[config.mk]
export PLATFORM = sky130hd
export DESIGN_NAME = sldo_ctrl
export DESIGN_NICKNAME = d
export VERILOG_FILES = /design/src/rtl/sldo_pkg.sv /design/src/rtl/sldo_ctrl.sv
export SDC_FILE = /design/constraint.sdc
export NUM_CORES = 1
export LEC_CHECK = 0
export BUFFER_PORTS_ARGS = -buffer_cell sky130_fd_sc_hd__buf_2
export CORE_MARGIN = 10
export CORE_UTILIZATION = 46
export DETAILED_ROUTE_END_ITERATION = 10
export HOLD_SLACK_MARGIN = 0.08
export PLACE_DENSITY = 0.85
export SYNTH_ARGS = -nofsm -noshare
export SYNTH_HDL_FRONTEND = slang
export SYNTH_SLANG_ARGS = --single-unit
[constraint.sdc]
create_clock -name i_clk -period 2.6 [get_ports i_clk]
set_input_delay 0.52 -clock i_clk [delete_from_list [all_inputs] [get_ports i_clk]]
set_output_delay 0.52 -clock i_clk [all_outputs]
set_load 0.02 [all_outputs]
[src/rtl/sldo_pkg.sv]
// Package for the slew-limited drive odometry core.
// Holds the controller states, the command and status structs, register indexes,
// fixed-point constants and the CORDIC arctangent table. No dependencies.
`default_nettype none

package sldo_pkg;

    localparam int MAX_SUBSTEPS_DEF      = 16;
    localparam int CORDIC_ITERATIONS_DEF = 16;
    localparam int ATAN_DEPTH            = 24;
    localparam int ITER_IDX_W            = 5;

    localparam int CFG_INDEX_W = 3;
    localparam int CFG_DATA_W  = 16;

    localparam logic [CFG_INDEX_W-1:0] REG_ACCEL_LINEAR  = 3'd0;
    localparam logic [CFG_INDEX_W-1:0] REG_ACCEL_ANGULAR = 3'd1;
    localparam logic [CFG_INDEX_W-1:0] REG_DECEL_LINEAR  = 3'd2;
    localparam logic [CFG_INDEX_W-1:0] REG_DECEL_ANGULAR = 3'd3;
    localparam logic [CFG_INDEX_W-1:0] REG_COMMAND_TICKS = 3'd4;
    localparam logic [CFG_INDEX_W-1:0] REG_TICK_PERIOD   = 3'd5;

    localparam logic [15:0] TICK_PERIOD_RESET = 16'd1311;

    localparam int CORDIC_W = 34;
    localparam logic signed [CORDIC_W-1:0] CORDIC_GAIN = 34'sd652032874;
    localparam logic [29:0] RAD_TO_BAM = 30'd683565276;
    localparam logic [32:0] QUARTER_M_MINUS1 = 33'd4194303;

    localparam int TURN_W   = 62;
    localparam int DIVIDEND_W = 61;

    localparam logic [31:0] ATAN_TABLE [ATAN_DEPTH] = '{
        32'd536870912, 32'd316933406, 32'd167458907, 32'd85004756, 32'd42667331,
        32'd21354465, 32'd10679838, 32'd5340245, 32'd2670163, 32'd1335087,
        32'd667544, 32'd333772, 32'd166886, 32'd83443, 32'd41722, 32'd20861,
        32'd10430, 32'd5215, 32'd2608, 32'd1304, 32'd652, 32'd326, 32'd163, 32'd81
    };

    typedef enum logic [3:0] {
        S_IDLE,
        S_MUL1,
        S_MUL2,
        S_DIV_S,
        S_DIV_S_WAIT,
        S_DIV_T,
        S_DIV_T_WAIT,
        S_SUB_INIT,
        S_CORDIC,
        S_MUL_X,
        S_ACC_X,
        S_ACC_Y,
        S_DONE
    } t_state;

    typedef struct packed {
        logic                  load_cmd;
        logic                  do_slew;
        logic                  mul_v;
        logic                  mul_turn;
        logic                  div_start;
        logic                  div_sel;
        logic                  take_d;
        logic                  take_dh;
        logic                  cordic_init;
        logic                  cordic_step;
        logic [ITER_IDX_W-1:0] iter;
        logic                  mul_en;
        logic                  mul_sel;
        logic                  acc_x;
        logic                  acc_y;
        logic                  out_load;
    } t_cmd;

    typedef struct packed {
        logic div_done;
        logic last_sub;
    } t_status;

endpackage

`default_nettype wire

[src/rtl/sldo_ctrl.sv]
// Controller state machine: sequences the tick computation and owns the input and result handshakes.
// Depends on sldo_pkg; drives sldo_datapath through the command struct.
`default_nettype none

module sldo_ctrl #(
    parameter int CORDIC_ITERATIONS = sldo_pkg::CORDIC_ITERATIONS_DEF
) (
    input  wire logic              i_clk,
    input  wire logic              i_rst_n,
    input  wire logic              i_valid,
    output logic                   o_ready,
    input  wire logic              i_action,
    output logic                   o_valid,
    input  wire logic              i_ready,
    input  wire sldo_pkg::t_status i_sts,
    output sldo_pkg::t_cmd         o_cmd
);

    localparam int IW = $clog2(CORDIC_ITERATIONS);

    sldo_pkg::t_state r_state, n_state;
    logic [IW-1:0]    r_iter, n_iter;
    logic             r_out_valid, n_out_valid;
    logic             w_out_free;

    assign w_out_free = !r_out_valid || i_ready;

    always_ff @(posedge i_clk) begin
        if (!i_rst_n) begin
            r_state     <= sldo_pkg::S_IDLE;
            r_iter      <= '0;
            r_out_valid <= 1'b0;
        end else begin
            r_state     <= n_state;
            r_iter      <= n_iter;
            r_out_valid <= n_out_valid;
        end
    end

    always_comb begin
        n_state     = r_state;
        n_iter      = r_iter;
        n_out_valid = r_out_valid && !i_ready;
        o_cmd       = '0;
        o_cmd.iter  = sldo_pkg::ITER_IDX_W'(r_iter);
        o_ready     = 1'b0;
        case (r_state)
            sldo_pkg::S_IDLE: begin
                o_ready = 1'b1;
                if (i_valid) begin
                    if (i_action) begin
                        o_cmd.do_slew = 1'b1;
                        n_state = sldo_pkg::S_MUL1;
                    end else begin
                        o_cmd.load_cmd = 1'b1;
                        n_state = sldo_pkg::S_DONE;
                    end
                end
            end
            sldo_pkg::S_MUL1: begin
                o_cmd.mul_v = 1'b1;
                n_state = sldo_pkg::S_MUL2;
            end
            sldo_pkg::S_MUL2: begin
                o_cmd.mul_turn = 1'b1;
                n_state = sldo_pkg::S_DIV_S;
            end
            sldo_pkg::S_DIV_S: begin
                o_cmd.div_start = 1'b1;
                n_state = sldo_pkg::S_DIV_S_WAIT;
            end
            sldo_pkg::S_DIV_S_WAIT: begin
                if (i_sts.div_done) begin
                    o_cmd.take_d = 1'b1;
                    n_state = sldo_pkg::S_DIV_T;
                end
            end
            sldo_pkg::S_DIV_T: begin
                o_cmd.div_start = 1'b1;
                o_cmd.div_sel   = 1'b1;
                n_state = sldo_pkg::S_DIV_T_WAIT;
            end
            sldo_pkg::S_DIV_T_WAIT: begin
                o_cmd.div_sel = 1'b1;
                if (i_sts.div_done) begin
                    o_cmd.take_dh = 1'b1;
                    n_state = sldo_pkg::S_SUB_INIT;
                end
            end
            sldo_pkg::S_SUB_INIT: begin
                o_cmd.cordic_init = 1'b1;
                n_iter  = '0;
                n_state = sldo_pkg::S_CORDIC;
            end
            sldo_pkg::S_CORDIC: begin
                o_cmd.cordic_step = 1'b1;
                n_iter = r_iter + 1'b1;
                if (r_iter == IW'(CORDIC_ITERATIONS - 1)) begin
                    n_state = sldo_pkg::S_MUL_X;
                end
            end
            sldo_pkg::S_MUL_X: begin
                o_cmd.mul_en = 1'b1;
                n_state = sldo_pkg::S_ACC_X;
            end
            sldo_pkg::S_ACC_X: begin
                o_cmd.acc_x   = 1'b1;
                o_cmd.mul_en  = 1'b1;
                o_cmd.mul_sel = 1'b1;
                n_state = sldo_pkg::S_ACC_Y;
            end
            sldo_pkg::S_ACC_Y: begin
                o_cmd.acc_y = 1'b1;
                n_state = i_sts.last_sub ? sldo_pkg::S_DONE : sldo_pkg::S_SUB_INIT;
            end
            sldo_pkg::S_DONE: begin
                if (w_out_free) begin
                    o_cmd.out_load = 1'b1;
                    n_out_valid = 1'b1;
                    n_state = sldo_pkg::S_IDLE;
                end
            end
            default: begin
                n_state = sldo_pkg::S_IDLE;
            end
        endcase
    end

    assign o_valid = r_out_valid;

    a_accept_leaves_idle: assert property (@(posedge i_clk) disable iff (!i_rst_n)
        (i_valid && o_ready) |=> (r_state != sldo_pkg::S_IDLE))
        else $error("accepted transaction did not start work");

    a_done_raises_valid: assert property (@(posedge i_clk) disable iff (!i_rst_n)
        (r_state == sldo_pkg::S_DONE && w_out_free) |=> r_out_valid)
        else $error("finished result was not presented");

    a_div_to_substep: assert property (@(posedge i_clk) disable iff (!i_rst_n)
        (r_state == sldo_pkg::S_DIV_T_WAIT && i_sts.div_done)
            |=> (r_state == sldo_pkg::S_SUB_INIT))
        else $error("substeps did not follow the heading division");

endmodule

`default_nettype wire

# Word-level counts from Yosys, hierarchy flattened
# Cells that the tools add are included.
# word_totals
register_bits	9
latchBits	0
ram_bits	0
romBits	0
input_bits	7
out_inout_bits	22
wordCells	62
mem_count	0
# classes
n_addsub	1
n_mul	0
n_div	0
order_cmp	0
eq_ne	18
n_shift	0
muxes	30
n_bitwise	0
reduce_logical	10
# ops
operator	n
$pmux 4 s13	1
$mux 4	7
$eq 4x4->1 const B	6
$mux 1	18
$eq 4x3->1 const B	4
$ne 2x2->1 const B	5
$eq 4x2->1 const B	2
$pmux 4 s2	1
$mux 2	3
$reduce_or 2->1	3
$reduce_and 5->1	1
$add 4x1->4 const B	1
$eq 4x1->1 const B	1
$logic_not 4->1	1
$logic_not 1->1	2
$reduce_bool 2->1	1
$logic_and 1x1->1	1
$logic_or 1x1->1	1

# Depth between registers and ports, before layout
# Gate-level depths: netlist (run 1).
# logic_depth
depth_word	4
depth_mapped	6
ltp_nobuf	5

# Worst setup path before layout (run 1)
# Ideal clock, no wire load.
# synth_path
kind	reg2out
start	reg r_state[0]
end	out o_cmd[19] in the netlist's numbering
arrival_ps	1483
slack_ps	597
stages_incl_launch_ff	5
path_buffers	1
path_cell_list	dfxtp_1 > buf_6 > nor4_2 > nand2_1 > nor2_1
# synth_rtl
element	line_no	rtl
from (decl)	sldo_ctrl.sv:21	sldo_pkg::t_state r_state, n_state;
from (signal assigned)	sldo_ctrl.sv:30	r_state <= sldo_pkg::S_IDLE;
from (signal assigned)	sldo_ctrl.sv:34	r_state <= n_state;
to (decl)	sldo_ctrl.sv:16	output sldo_pkg::t_cmd o_cmd

==> reports/results.txt, run 1 <==
The number of inserted diodes was 0; the growth of design area from synthesis to finish was 18.1%. Static timing analysis puts the maximum clock frequency at 449 MHz. The run gives 0 as the post-cts hold buffer count.

Total number of nets in the final design: 121. The flow ran to the end, and the final reports show no timing, DRC or antenna violations. Summing all multi-input logic gate instances after layout gives 440 µm². The largest fanout of any net on the critical path is 14.

The startpoint identified for the worst hold timing path is r_iter[3]$_SDFFE_PN0P_. Cells fill 59.8% of the core in the end. The tools report the startpoint of the worst setup timing path as r_state[3]$_SDFFE_PN0P_. The relative max-transition margin is 58.8%. The synthesized netlist net count is 98.

For this design the top-level I/O count stands at 29. Summed over all failing endpoints, the final setup total negative slack is 0 ns. The core box area is 1370 µm², and the part of the cycle the worst path needs is 85.7%. The proportion of total power due to net switching is 49.8%, and the fill cell total of the finished layout is 125. Once placement finished, the instance area stood at 791 µm². Setup repair after global routing left no endpoint under its margin.

The buffer and inverter count on the worst path came out at 2. Number of violations of the max-capacitance limit: 0. Hold is met by 0.474 ns. The HPWL after detailed placement is 1.33 mm. The cell family contributing the most delay on the critical path is flip-flops. Post-CTS setup-driven buffer insertion count: 0. The tree is rooted in a clkbuf_4. The setup path with the least slack is of type reg -> out.

The peak per-stage delay on the critical path came out at 0.61 ns. The number of antenna violations at the first check in global routing came out at 0. The internal portion of the total power is 0.000463 W. The worst setup path is captured at an output port. For the H-tree depth, the log shows 1. The most used flip-flop cell after synthesis is dfxtp_1. The clock network accounts for 12.5% of the total power. The synthesized netlist occupies a cell area of 692 µm². The post-route clock skew is 0.00235 ns, and the number of failing setup endpoints in the final timing report is 0. Synthesis handed over a netlist of 90 instances. The post-detailed-route via-to-cell ratio is 5.73. The power per standard cell area is 1130 nW/µm². The longest clock path from root to sink contains 2 buffers.

For the power share of the combinational group, the log shows 55.2%. Registers take 180 µm². The first global-routing pass estimated 2.69 mm of wire. The logs give 0 for the final hold violation count and 1.71 ns for the arrival time at the worst endpoint. The worst path in the final design needs a cycle of 2.23 ns, including I/O delays and setup. Yosys printed 0 warnings.

Maximum vdd drop: 0.649 mV. Entering global routing, the biggest net connects 20 pins. Walking the worst path, the cells encountered are or4b_4 -> clkinv_4 -> buf_2.

The average wire per cell in the routed design was 13.8 µm; the post-synthesis register bit count was 9. The worst register-to-register path begins at r_state[1]$_SDFFE_PN0P_. The post-route netlist has 32.1% of its cells at a drive strength greater than 1.

Clock transition at the register clock pins on the worst setup and hold paths after CTS: 0.07 ns. The actual slew at the worst max-slew pin was 0.617 ns. The worst hold path belongs to the class reg -> reg. The average instance in the mapped netlist occupies 7.69 µm². The logs give 0 for the number of max-slew violations in the final report and 0.000459 W for the switching power. The number of clock buffers inserted by TritonCTS is 3. The number of sinks driven by the clock tree was 9.

For this configuration, the core starts out at a cell density of 50.6%. The run gives 32.2% as the part of the power in registers. Port buffering added 27 buffers. Summing internal, switching and leakage power gives 0.000922 W. The number of optimization iterations in the first detailed-route pass came out at 4. For this run, the register share of the synthesized area comes to 26.0%.

The number of global-route vias before repair is 654. Wires add up to 1.75 mm. The tools report the design area as 817 µm². TritonCTS built the clock tree.

From bottom edge to top edge, the die measures 58.8 µm. The count of cells resized by post-cts repair was 0; the x dimension of the die was 58.8 µm. For this design the static power due to leakage is 0.391 nW. The final antenna-violating net count is 0, and the async set-or-reset flop fraction in the synthesized netlist is 0%. For this run, design rule violations remaining after detail routing come to 0.

The total global routing track utilization is 9.60%. After floorplanning, the core was divided into 13 placement rows. At the end of routability-driven placement, the weighted congestion stood at 0.880. The floorplan step defined a die boundary enclosing 3460 µm². The tools report the launching element type of the critical path as a flop. Yosys mapped a number of flops with a built-in enable equal to 0. The iteration-0 DRC count of the detailed router is 17. The clock reaches the later pin of the worst-skew pair after 0.27 ns. Detailed routing inserted a total of 728 vias. The tools report the post-synthesis cell type count as 40. At the worst endpoint, the required time is 2.08 ns. For the overflow left after global routing, the log shows 0. The largest individual stage delay along the critical path comes from the cell dfxtp_1.
cell families (layout without fill, tap and decap cells):
kind of cell	after synthesis	count (layout)	synth area share, %
AOI/OAI and AO/OA	20	20	22.2
xor gates and xnor gates	2	2	2.53
adders and majority gates	1	1	1.81
buffers and inverters	12	34	10.3
DFF	9	9	26.0
other	1	1	0.542
and+or+nand+nor	45	45	36.5
path summary, 6_finish.rpt:
kind	endpoint	slack (ns)	cells past startpoint
max	o_cmd[10]	0.37	3
min	r_iter[3]$_SDFFE_PN0P_	0.47	1
max reg2reg	r_state[2]$_SDFFE_PN0P_	0.59	5
min reg2reg	r_iter[3]$_SDFFE_PN0P_	0.47	1
metal layers:
layer	share of wire, %	up-vias	wire [µm]	global-route usage, %
met4	1.5	0	26	3.93
met5	0	-	0	0
met2	41	32	719	14.9
li1	-	360	-	-
met3	12	4	214	6.22
met1	45	332	787	10.1
power by group through the flow:
stage	Combinational, W	Clock [W]	Sequential, W
2_1_floorplan	0.000502	0	0.000209
3_3_place_gp	0.000500	0	0.000293
3_5_place_dp	0.000514	0	0.000299
4_1_cts	0.000517	0.000118	0.000295
5_1_grt	0.000561	0.000126	0.000307
6_report	0.000509	0.000116	0.000297
flip-flops by register name, summed over array words and instances (netlist names):
name and cells:
r_iter 4, r_state 4, o_valid 1
layout by cell type (no fill, tap or decap), types with 2 or more instances in the layout:
cell and instances:
inv_1 2, a31oi_1 3, o21ai_0 2, nor2b_1 6
nor3_1 4, dfxtp_1 9, nand3_1 2, xnor2_1 2
and3_1 2, nand2b_1 3, a21oi_1 4, nand2_1 5
buf_2 27, nor2_1 14, clkbuf_4 3
layout make-up:
type	instances	share of cell area (%)
Clock buffer	4	3.22
Tap cell	15	2.30
Multi-Input combinational cell	69	53.9
Inverter	3	1.99
Timing Repair Buffer	27	16.5
Sequential cell	9	22.1
metrics by stage:
stage	setup slack (ns)	std cells
3_3_place_gp	0.668	123
5_1_grt	0.260	127
6_report	0.373	127
4_1_cts	0.376	127
2_1_floorplan	0.597	90
3_5_place_dp	0.618	123
Yosys cell counts (all sizes together), types with 2 or more instances:
cell type | count | area, µm²
nor2 | 14 | 52.6
dfxtp | 9 | 180
buf | 6 | 43.8
nor2b | 6 | 37.5
nand2 | 5 | 18.8
a21oi | 4 | 20.0
nor3 | 4 | 20.0
a31oi | 3 | 18.8
clkbuf | 3 | 11.3
nand2b | 3 | 18.8
o21ai | 3 | 15.0
a22o | 2 | 26.3
and3 | 2 | 12.5
inv | 2 | 7.51
nand3 | 2 | 10.0
nor4 | 2 | 18.8
xnor2 | 2 | 17.5
Power figures use the tool's default switching activity.
==> run 2, diff against run 1 <==
--- a/config.mk
+++ b/config.mk
@@ -5,12 +5,13 @@
 export SDC_FILE = /design/constraint.sdc
 export NUM_CORES = 1
 export LEC_CHECK = 0
+export ABC_AREA = 1
 export BUFFER_PORTS_ARGS = -buffer_cell sky130_fd_sc_hd__buf_2
 export CORE_MARGIN = 10
-export CORE_UTILIZATION = 46
+export CORE_UTILIZATION = 40
 export DETAILED_ROUTE_END_ITERATION = 10
 export HOLD_SLACK_MARGIN = 0.08
-export PLACE_DENSITY = 0.85
+export PLACE_DENSITY = 0.77
 export SYNTH_ARGS = -nofsm -noshare
 export SYNTH_HDL_FRONTEND = slang
 export SYNTH_SLANG_ARGS = --single-unit
==> run 2 against run 1 <==
Effect of this change:
- first-iteration DRC count did not move
- register-to-register slack improved by 0.74 ns
- maximum frequency grew 19%
- power is 12% lower
- via count is 4.3% higher
- largest cell class unchanged
- largest power group unchanged
- die area grew 9.4%
- wire length is 6.0% higher
- clock power down 9%
==> reports/results.txt, run 2 <==
The flow ran to the end, and the final reports show no timing, DRC or antenna violations. The placed wire-length estimate after detailed placement is 1.56 mm, and the power per standard cell area is 946 nW/µm². The post-route netlist has 36.4% of its cells at a drive strength greater than 1.

The footprint of the multi-input gates was 409 µm²; the number of clock buffers inserted by TritonCTS was 3. Counting instances in the post-synthesis netlist gives the leading cell types as 23 x nand2_1, 14 x inv_1, 13 x nor2_1. The arrival time at the worst endpoint was 1.34 ns. The library cell used most frequently in the layout, excluding fill and tap cells, is buf_2.

Global-route met1 utilization: 10.4%. The analysis attributes to cell leakage a power of 0.472 nW. Cell taking the most area after synthesis: dfxtp_1. Dividing the detail-routed wire length by the instance count gives 11.9 µm. In this run the worst path has a maximum fanout of 5.

The iteration-0 DRC count of the detailed router came out at 17. The CTS root buffer is clkbuf_4. CTS saw 9 sinks.

The area share of fa/ha/maj cells after synthesis was 1.82%. The number of max-slew violations in the final report was 0; the total global routing track utilization was 10.1%. The number of violations of the max-capacitance limit is 0, and the maximum vdd drop is 0.411 mV.

The repair_antennas step left the layout with diodes totalling 0. Clock-pin slew was measured on the worst setup and hold paths at 0.06 ns. The starting utilization of the core area was 44.1%.

The main combinational cell family by area after synthesis is simple AND/OR/NAND/NOR gates. The run gives 4 as the number of optimization iterations in the first detailed-route pass. Wires add up to 1.85 mm. The cell type of the slowest stage on the worst timing path is dfxtp_1. The met3 global-route usage was 4.32%; the final antenna-violating net count was 0. The number of nets handed over by synthesis was 119. In this run the worst hold path is classified as reg -> reg. The post-cts hold buffer count was 0. The synthesized netlist devotes 11.8% of its cell area to compound gates. The tools report the total vias in the final route as 759. The number of antenna violations at the first check in global routing came out at 0. The tools report the largest net degree at the start of global routing as 8. For the worst setup path, the data required time is 2.08 ns. Number of buffers between clock root and the deepest sink: 2. For this run, asynchronously set or reset flops after synthesis account for 0%.

The critical path in this run is classified as reg -> out. The tools report the proportion of synthesized chip area in sequential cells as 26.2%. The buffer and inverter count on the worst path was 3; the post-route clock skew was 0.000355 ns.

For the final hold violation count, the log shows 0. For the H-tree depth, the log shows 1. The total power draw is 0.000808 W. After global routing the overflow that remains totals 0.

The netlist area before placement is 688 µm², and the count of buffers from port buffering is 27. The peak per-stage delay on the critical path came out at 0.43 ns. By instance count, the leading cell after synthesis is nand2_1.

The post-synthesis cell type count is 21, and the simple-gate share of the synthesized area is 45.3%. The part of the cycle the worst path needs was 71.7%. The final weighted congestion in routability-driven placement was 0.893; the count of flip-flops with a built-in enable after synthesis was 0. Setup repair after global routing left no endpoint under its margin.

Latest clock arrival within the worst-skew pair: 0.25 ns. Synthesis produced a netlist whose cell count is 111. The tools report the count of cells resized by post-cts repair as 0. Leaving out fill and tap cells, the most frequent cells in the layout are 27 x buf_2, 23 x nand2_1, 14 x inv_1, 13 x nor2_1.

The worst setup path is launched from a flop. The most heavily used metal layer in global routing was met2. After detailed routing, the number of vias per cell comes to 4.87.

The number of remaining DRC errors came out at 0. The run gives 149 as the total number of nets in the final design. The floorplan has 14 rows. The minimum setup slack among reg-to-reg paths was 1.33 ns; the met2 usage was 17.2%. The run gives 736 as the number of global-route vias before repair.

The signal on the critical path passes through inv_2 -> nor2_4 -> inv_1 -> nor2_1 -> buf_2. From synthesis to final layout, the design area changed by 24.2%. The first global-routing pass estimated 2.99 mm of wire.

In this run the post-CTS setup repair buffer count came out at 0. The area of the die is 3780 µm², and the proportion of netlist area held by the largest area contributor is 26.2%. The layout has 167 filler cells. The fraction of synthesized area in multiplexers was 0%. The run gives 1560 µm² as the core box area.

29 I/O pins were placed. The clock period minus final worst setup slack was 1.86 ns. For this run, the top clock speed supported by timing is 537 MHz.

In this run, synthesis produced a sequential element count of 9. X dimension of the die: 61.5 µm. During synthesis, Yosys emitted a total of 0 warnings. By area the synthesized netlist is led by dfxtp_1 26%, nand2_1 13%, inv_1 7.6%.

TritonCTS built the clock tree. The XOR/XNOR share of the synthesized area is 0%. The sequential cell area was 180 µm².

The die extent in y works out to 61.5 µm. The capturing element type of the critical path was an output port. The kind of cell with the highest combined delay along the critical path is flip-flops. Among all flip-flop cells after synthesis, the most frequent one is dfxtp_1. The setup TNS is 0 ns, and the mean area per synthesized cell is 6.20 µm². The number of failing setup endpoints in the final timing report is 0.
## run 2: cells by family (layout without fill, tap and decap cells)
logic type,count (synthesis),after routing
DFF,9,9
AOI/OAI and AO/OA,15,15
other,1,1
adders and majority gates,1,1
and+or+nand+nor,62,62
buffers and inverters,23,52
## run 2: final cells by class
cell class	count	area share, %
multi-input cells	79	47.9
flip-flops and latches	9	21.1
repair buffers	27	15.8
inverters	21	9.81
clock buffers	4	3.07
well taps	16	2.34
## run 2: stage by stage
stage / hold WS (ns) / cells / area (µm²) / setup slack (ns) / utilization, %
floorplan: 0.554 / 111 / 688 / 0.847 / -
global placement: 0.480 / 152 / 828 / 1.04 / 53.1
detailed placement: 0.488 / 152 / 828 / 1.02 / 53.1
CTS: 0.505 / 156 / 855 / 0.738 / 54.8
global route: 0.541 / 156 / 855 / 0.621 / 54.8
finish: 0.503 / 156 / 855 / 0.736 / 54.8
## run 2: where the power goes
part | switching [W] | internal, W
Clock | 0.0000461 | 0.0000590
Combinational | 0.000332 | 0.000156
Sequential | 0.0000469 | 0.000168
## run 2: path summary, 6_finish.rpt
check	start	endpoint	cells after the start
min reg2reg	r_iter[3]$_SDFFE_PN0P_	r_iter[3]$_SDFFE_PN0P_	2
max	r_state[3]$_SDFFE_PN0P_	o_cmd[2]	5
max reg2reg	r_iter[0]$_SDFFE_PN0P_	r_state[2]$_SDFFE_PN0P_	8
min	r_iter[3]$_SDFFE_PN0P_	r_iter[3]$_SDFFE_PN0P_	2
## run 2: worst min-delay path, delay by kind of cell, from the launching register on
family | cells | cell delay, ns
flip-flops | 1 | 0.33
AND/OR/NAND/NOR | 1 | 0.07
AO/OA/AOI/OAI | 1 | 0.06
## run 2: per-layer routing
metal	up-vias	share of wire (%)	routed length, µm
met3	4	13	246
li1	399	-	-
met1	326	43	791
met4	0	1.1	21
met2	30	43	793
met5	-	0	0
==> run 3, diff against run 2 <==
--- a/config.mk
+++ b/config.mk
@@ -11,7 +11,7 @@
 export CORE_UTILIZATION = 40
 export DETAILED_ROUTE_END_ITERATION = 10
 export HOLD_SLACK_MARGIN = 0.08
-export PLACE_DENSITY = 0.77
+export PLACE_DENSITY = 0.79
 export SYNTH_ARGS = -nofsm -noshare
 export SYNTH_HDL_FRONTEND = slang
 export SYNTH_SLANG_ARGS = --single-unit
==> constraint.sdc (replaced) <==
create_clock -name i_clk -period 1.68 [get_ports i_clk]
set_input_delay 0.336 -clock i_clk [delete_from_list [all_inputs] [get_ports i_clk]]
set_output_delay 0.336 -clock i_clk [all_outputs]
set_load 0.02 [all_outputs]
==> run 3 against run 2 <==
Effect of this change:
- setup slack worse by 0.65 ns
- core utilization up 2.6 points
- register-to-register slack lost 0.89 ns
- largest cell class unchanged
- critical path type unchanged
- die area stayed put
- cell count grew 0.64%
- first-iteration DRC count up 29%
==> reports/results.txt, run 3 (same netlist as run 2, synthesis figures left out) <==
The number of antenna violations at the first check in global routing was 0. The run gives 0.00143 ns as the post-route clock skew. The internal power of the cells totals 0.000636 W. Dividing total power by cell area gives a power density of 1480 nW/µm². The clock transition at the register clock pins on the worst setup and hold paths after CTS was 0.06 ns; the H-tree depth was 1.

The run gives 14 as the number of standard-cell rows in the floorplan. For the worst slack after detailed placement, the log shows 0.272 ns. In this run the power spent charging and discharging nets is 0.000687 W. Net switching is 51.9% of the power. The post-detailed-route via-to-cell ratio was 5.01; the total number of nets in the final design was 150. The tools report the part of the power in registers as 27.2%.

In this run the clock root is driven by a clkbuf_4. Cell area after placement: 828 µm². The cell type of the slowest stage on the worst timing path was dfxtp_4. After global routing the overflow that remains totals 0. The first-pass GRT wire length was 2.89 mm; the number of violations of the max-capacitance limit was 0. The congestion estimate from routability-driven global placement came to 0.861.

For this design the top-level I/O count stands at 29. Adding up every negative setup slack in the final design gives 0 ns. Utilization after layout: 57.4%.

The achievable clock frequency is 626 MHz. The number of remaining DRC errors was 0. The latest clock arrival within the worst-skew pair is 0.26 ns. Setup repair after global routing could not meet its margin everywhere.

For the number of inserted diodes, the log shows 0. The launching element type of the critical path is a flop. The growth of design area from synthesis to finish is 30.0%.

The run finished with clean final reports. The share of total power dissipated in the clock network is 12.7%. For this block, the initial DRC count from the detailed router was 22. Entering global routing, the biggest net connects 8 pins. In this run the deepest clock path goes through 2 buffers. Global routing used 10.2% of the available tracks across all layers. The x dimension of the die works out to 61.5 µm.

The type of the worst setup path is reg -> out. Port buffering added 27 buffers. STA classifies the critical path endpoint as an output port.

Counting the buffers created by CTS gives 3. TritonCTS built the clock tree. The detail route stage leaves a number of antenna-violating nets equal to 0. Data on the critical path arrives at its endpoint at 1.26 ns. The logs give 60.1% for the power share of the combinational group and 1.51 mm for the placed wire-length estimate after detailed placement.

The clock net in this run drives a total of 9 sinks. The run gives 0 as the final hold violation count. For this run, the slowest stage of the critical path takes 0.37 ns. The top cell types in the final layout, fill and taps aside, are 25 x buf_2, 22 x nand2_1, 14 x inv_1, 12 x nor2_1, 9 x nand3_1. The run gives 1.34 ns as the required time at the worst-slack endpoint. The number of optimization iterations in the first detailed-route pass was 5; the total vias in the final route was 787. Detailed-route wire length: 1.89 mm. The area of the die is 3780 µm², and the footprint of the multi-input gates is 419 µm².

The number of max-slew violations in the final report is 0. Counting the fill cells in the layout gives 155. In the final routed layout, each cell accounts on average for 12.0 µm. The number of failing setup endpoints in the final timing report was 0. Of all nets on the critical path, the largest fanout is 6. In the finished design, the share of the clock period the worst path needs comes to 95.1%. The clock period could shrink to 1.60 ns.

The ratio of cells with drive above 1 in the final layout came out at 41.1%. Walking the worst path, the cells encountered are inv_4 -> nand2_4 -> nor2_2 -> nand2_1 -> nor2_1 -> buf_4. From bottom edge to top edge, the die measures 61.5 µm.

After routing the design area is 895 µm². After layout, the worst setup slack is 0.0815 ns. The sequential cell area was 190 µm².

Most frequent standard cell in the layout excluding fill and tap cells: buf_2. The path class of the tightest hold or removal check is in -> reg. The logs give 0.482 nW for the static leakage power and 44.1% for the starting utilization of the core area. The worst-case IR drop observed on VDD is 0.678 mV. The region available for standard cell placement spans 1560 µm².

For the number of global-route vias before repair, the log shows 700.
[run 3: cell count changes in the layout (fill, tap and decap cells not counted)]
| cell | before | now |
|---|---|---|
| buf_4 | 0 | 3 |
| nor2_1 | 13 | 12 |
| dfxtp_1 | 9 | 5 |
| nor2_4 | 4 | 5 |
| dfxtp_4 | 0 | 2 |
| inv_2 | 6 | 3 |
| buf_2 | 27 | 25 |
| nand2_1 | 23 | 22 |
| inv_4 | 0 | 3 |
| dfxtp_2 | 0 | 2 |
| nand2_2 | 3 | 4 |
[run 3: layout make-up]
cell class	instances	area share [%]
Timing Repair Buffer	28	16.5
Sequential cell	9	21.3
Clock buffer	4	2.94
Tap cell	16	2.24
Multi-Input combinational cell	79	46.9
Inverter	21	10.2
[run 3: repair_timing]
item,4_1_cts,5_1_grt
endpoints found under the setup margin,2,10
pin swaps,0,1
hold buffers,0,0
resized for setup,1,13
setup buffers,1,0
endpoints found under the hold margin,0,0
[run 3: final timing paths]
path                                         startpoint  cells past startpoint                      end  slack, ns
worst min register to register   r_iter[3]$_SDFFE_PN0P_                      2   r_iter[3]$_SDFFE_PN0P_       0.51
worst min-delay path                            i_rst_n                      3  r_state[1]$_SDFFE_PN0P_       0.34
worst max-delay path            r_state[2]$_SDFFE_PN0P_                      6                o_cmd[19]       0.08
worst max register to register   r_iter[0]$_SDFFE_PN0P_                      8  r_state[2]$_SDFFE_PN0P_       0.44
[run 3: worst max-delay path: cells and delay by family (launching register included)]
kind / cells / cell delay, ns
AND/OR/NAND/NOR: 4 / 0.39
buffers and inverters: 2 / 0.23
flip-flops: 1 / 0.37
[run 3: power by group through the flow]
stage                     combinational, W  sequential (W)  clock, W
after floorplan                   0.000567        0.000341         0
after global placement            0.000746        0.000335         0
after detailed placement          0.000756        0.000337         0
after CTS                         0.000774        0.000333  0.000174
after global routing              0.000889        0.000372  0.000185
final                             0.000796        0.000360  0.000167
[run 3: per-stage QoR]
step / cells / power (W) / hold WS (ns)
final: 157 / 0.00132 / 0.342
after global routing: 157 / 0.00145 / 0.360
after CTS: 157 / 0.00128 / 0.346
after detailed placement: 152 / 0.00109 / 0.504
after global placement: 152 / 0.00108 / 0.477
after floorplan: 111 / 0.000908 / 0.434
[run 3: routing by layer]
layer	vias to the layer above	GRT usage, %	wire length [µm]
met2	38	15.7	817
li1	407	-	-
met5	-	0	0
met1	338	11.0	774
met3	4	4.94	274
met4	0	6.69	26
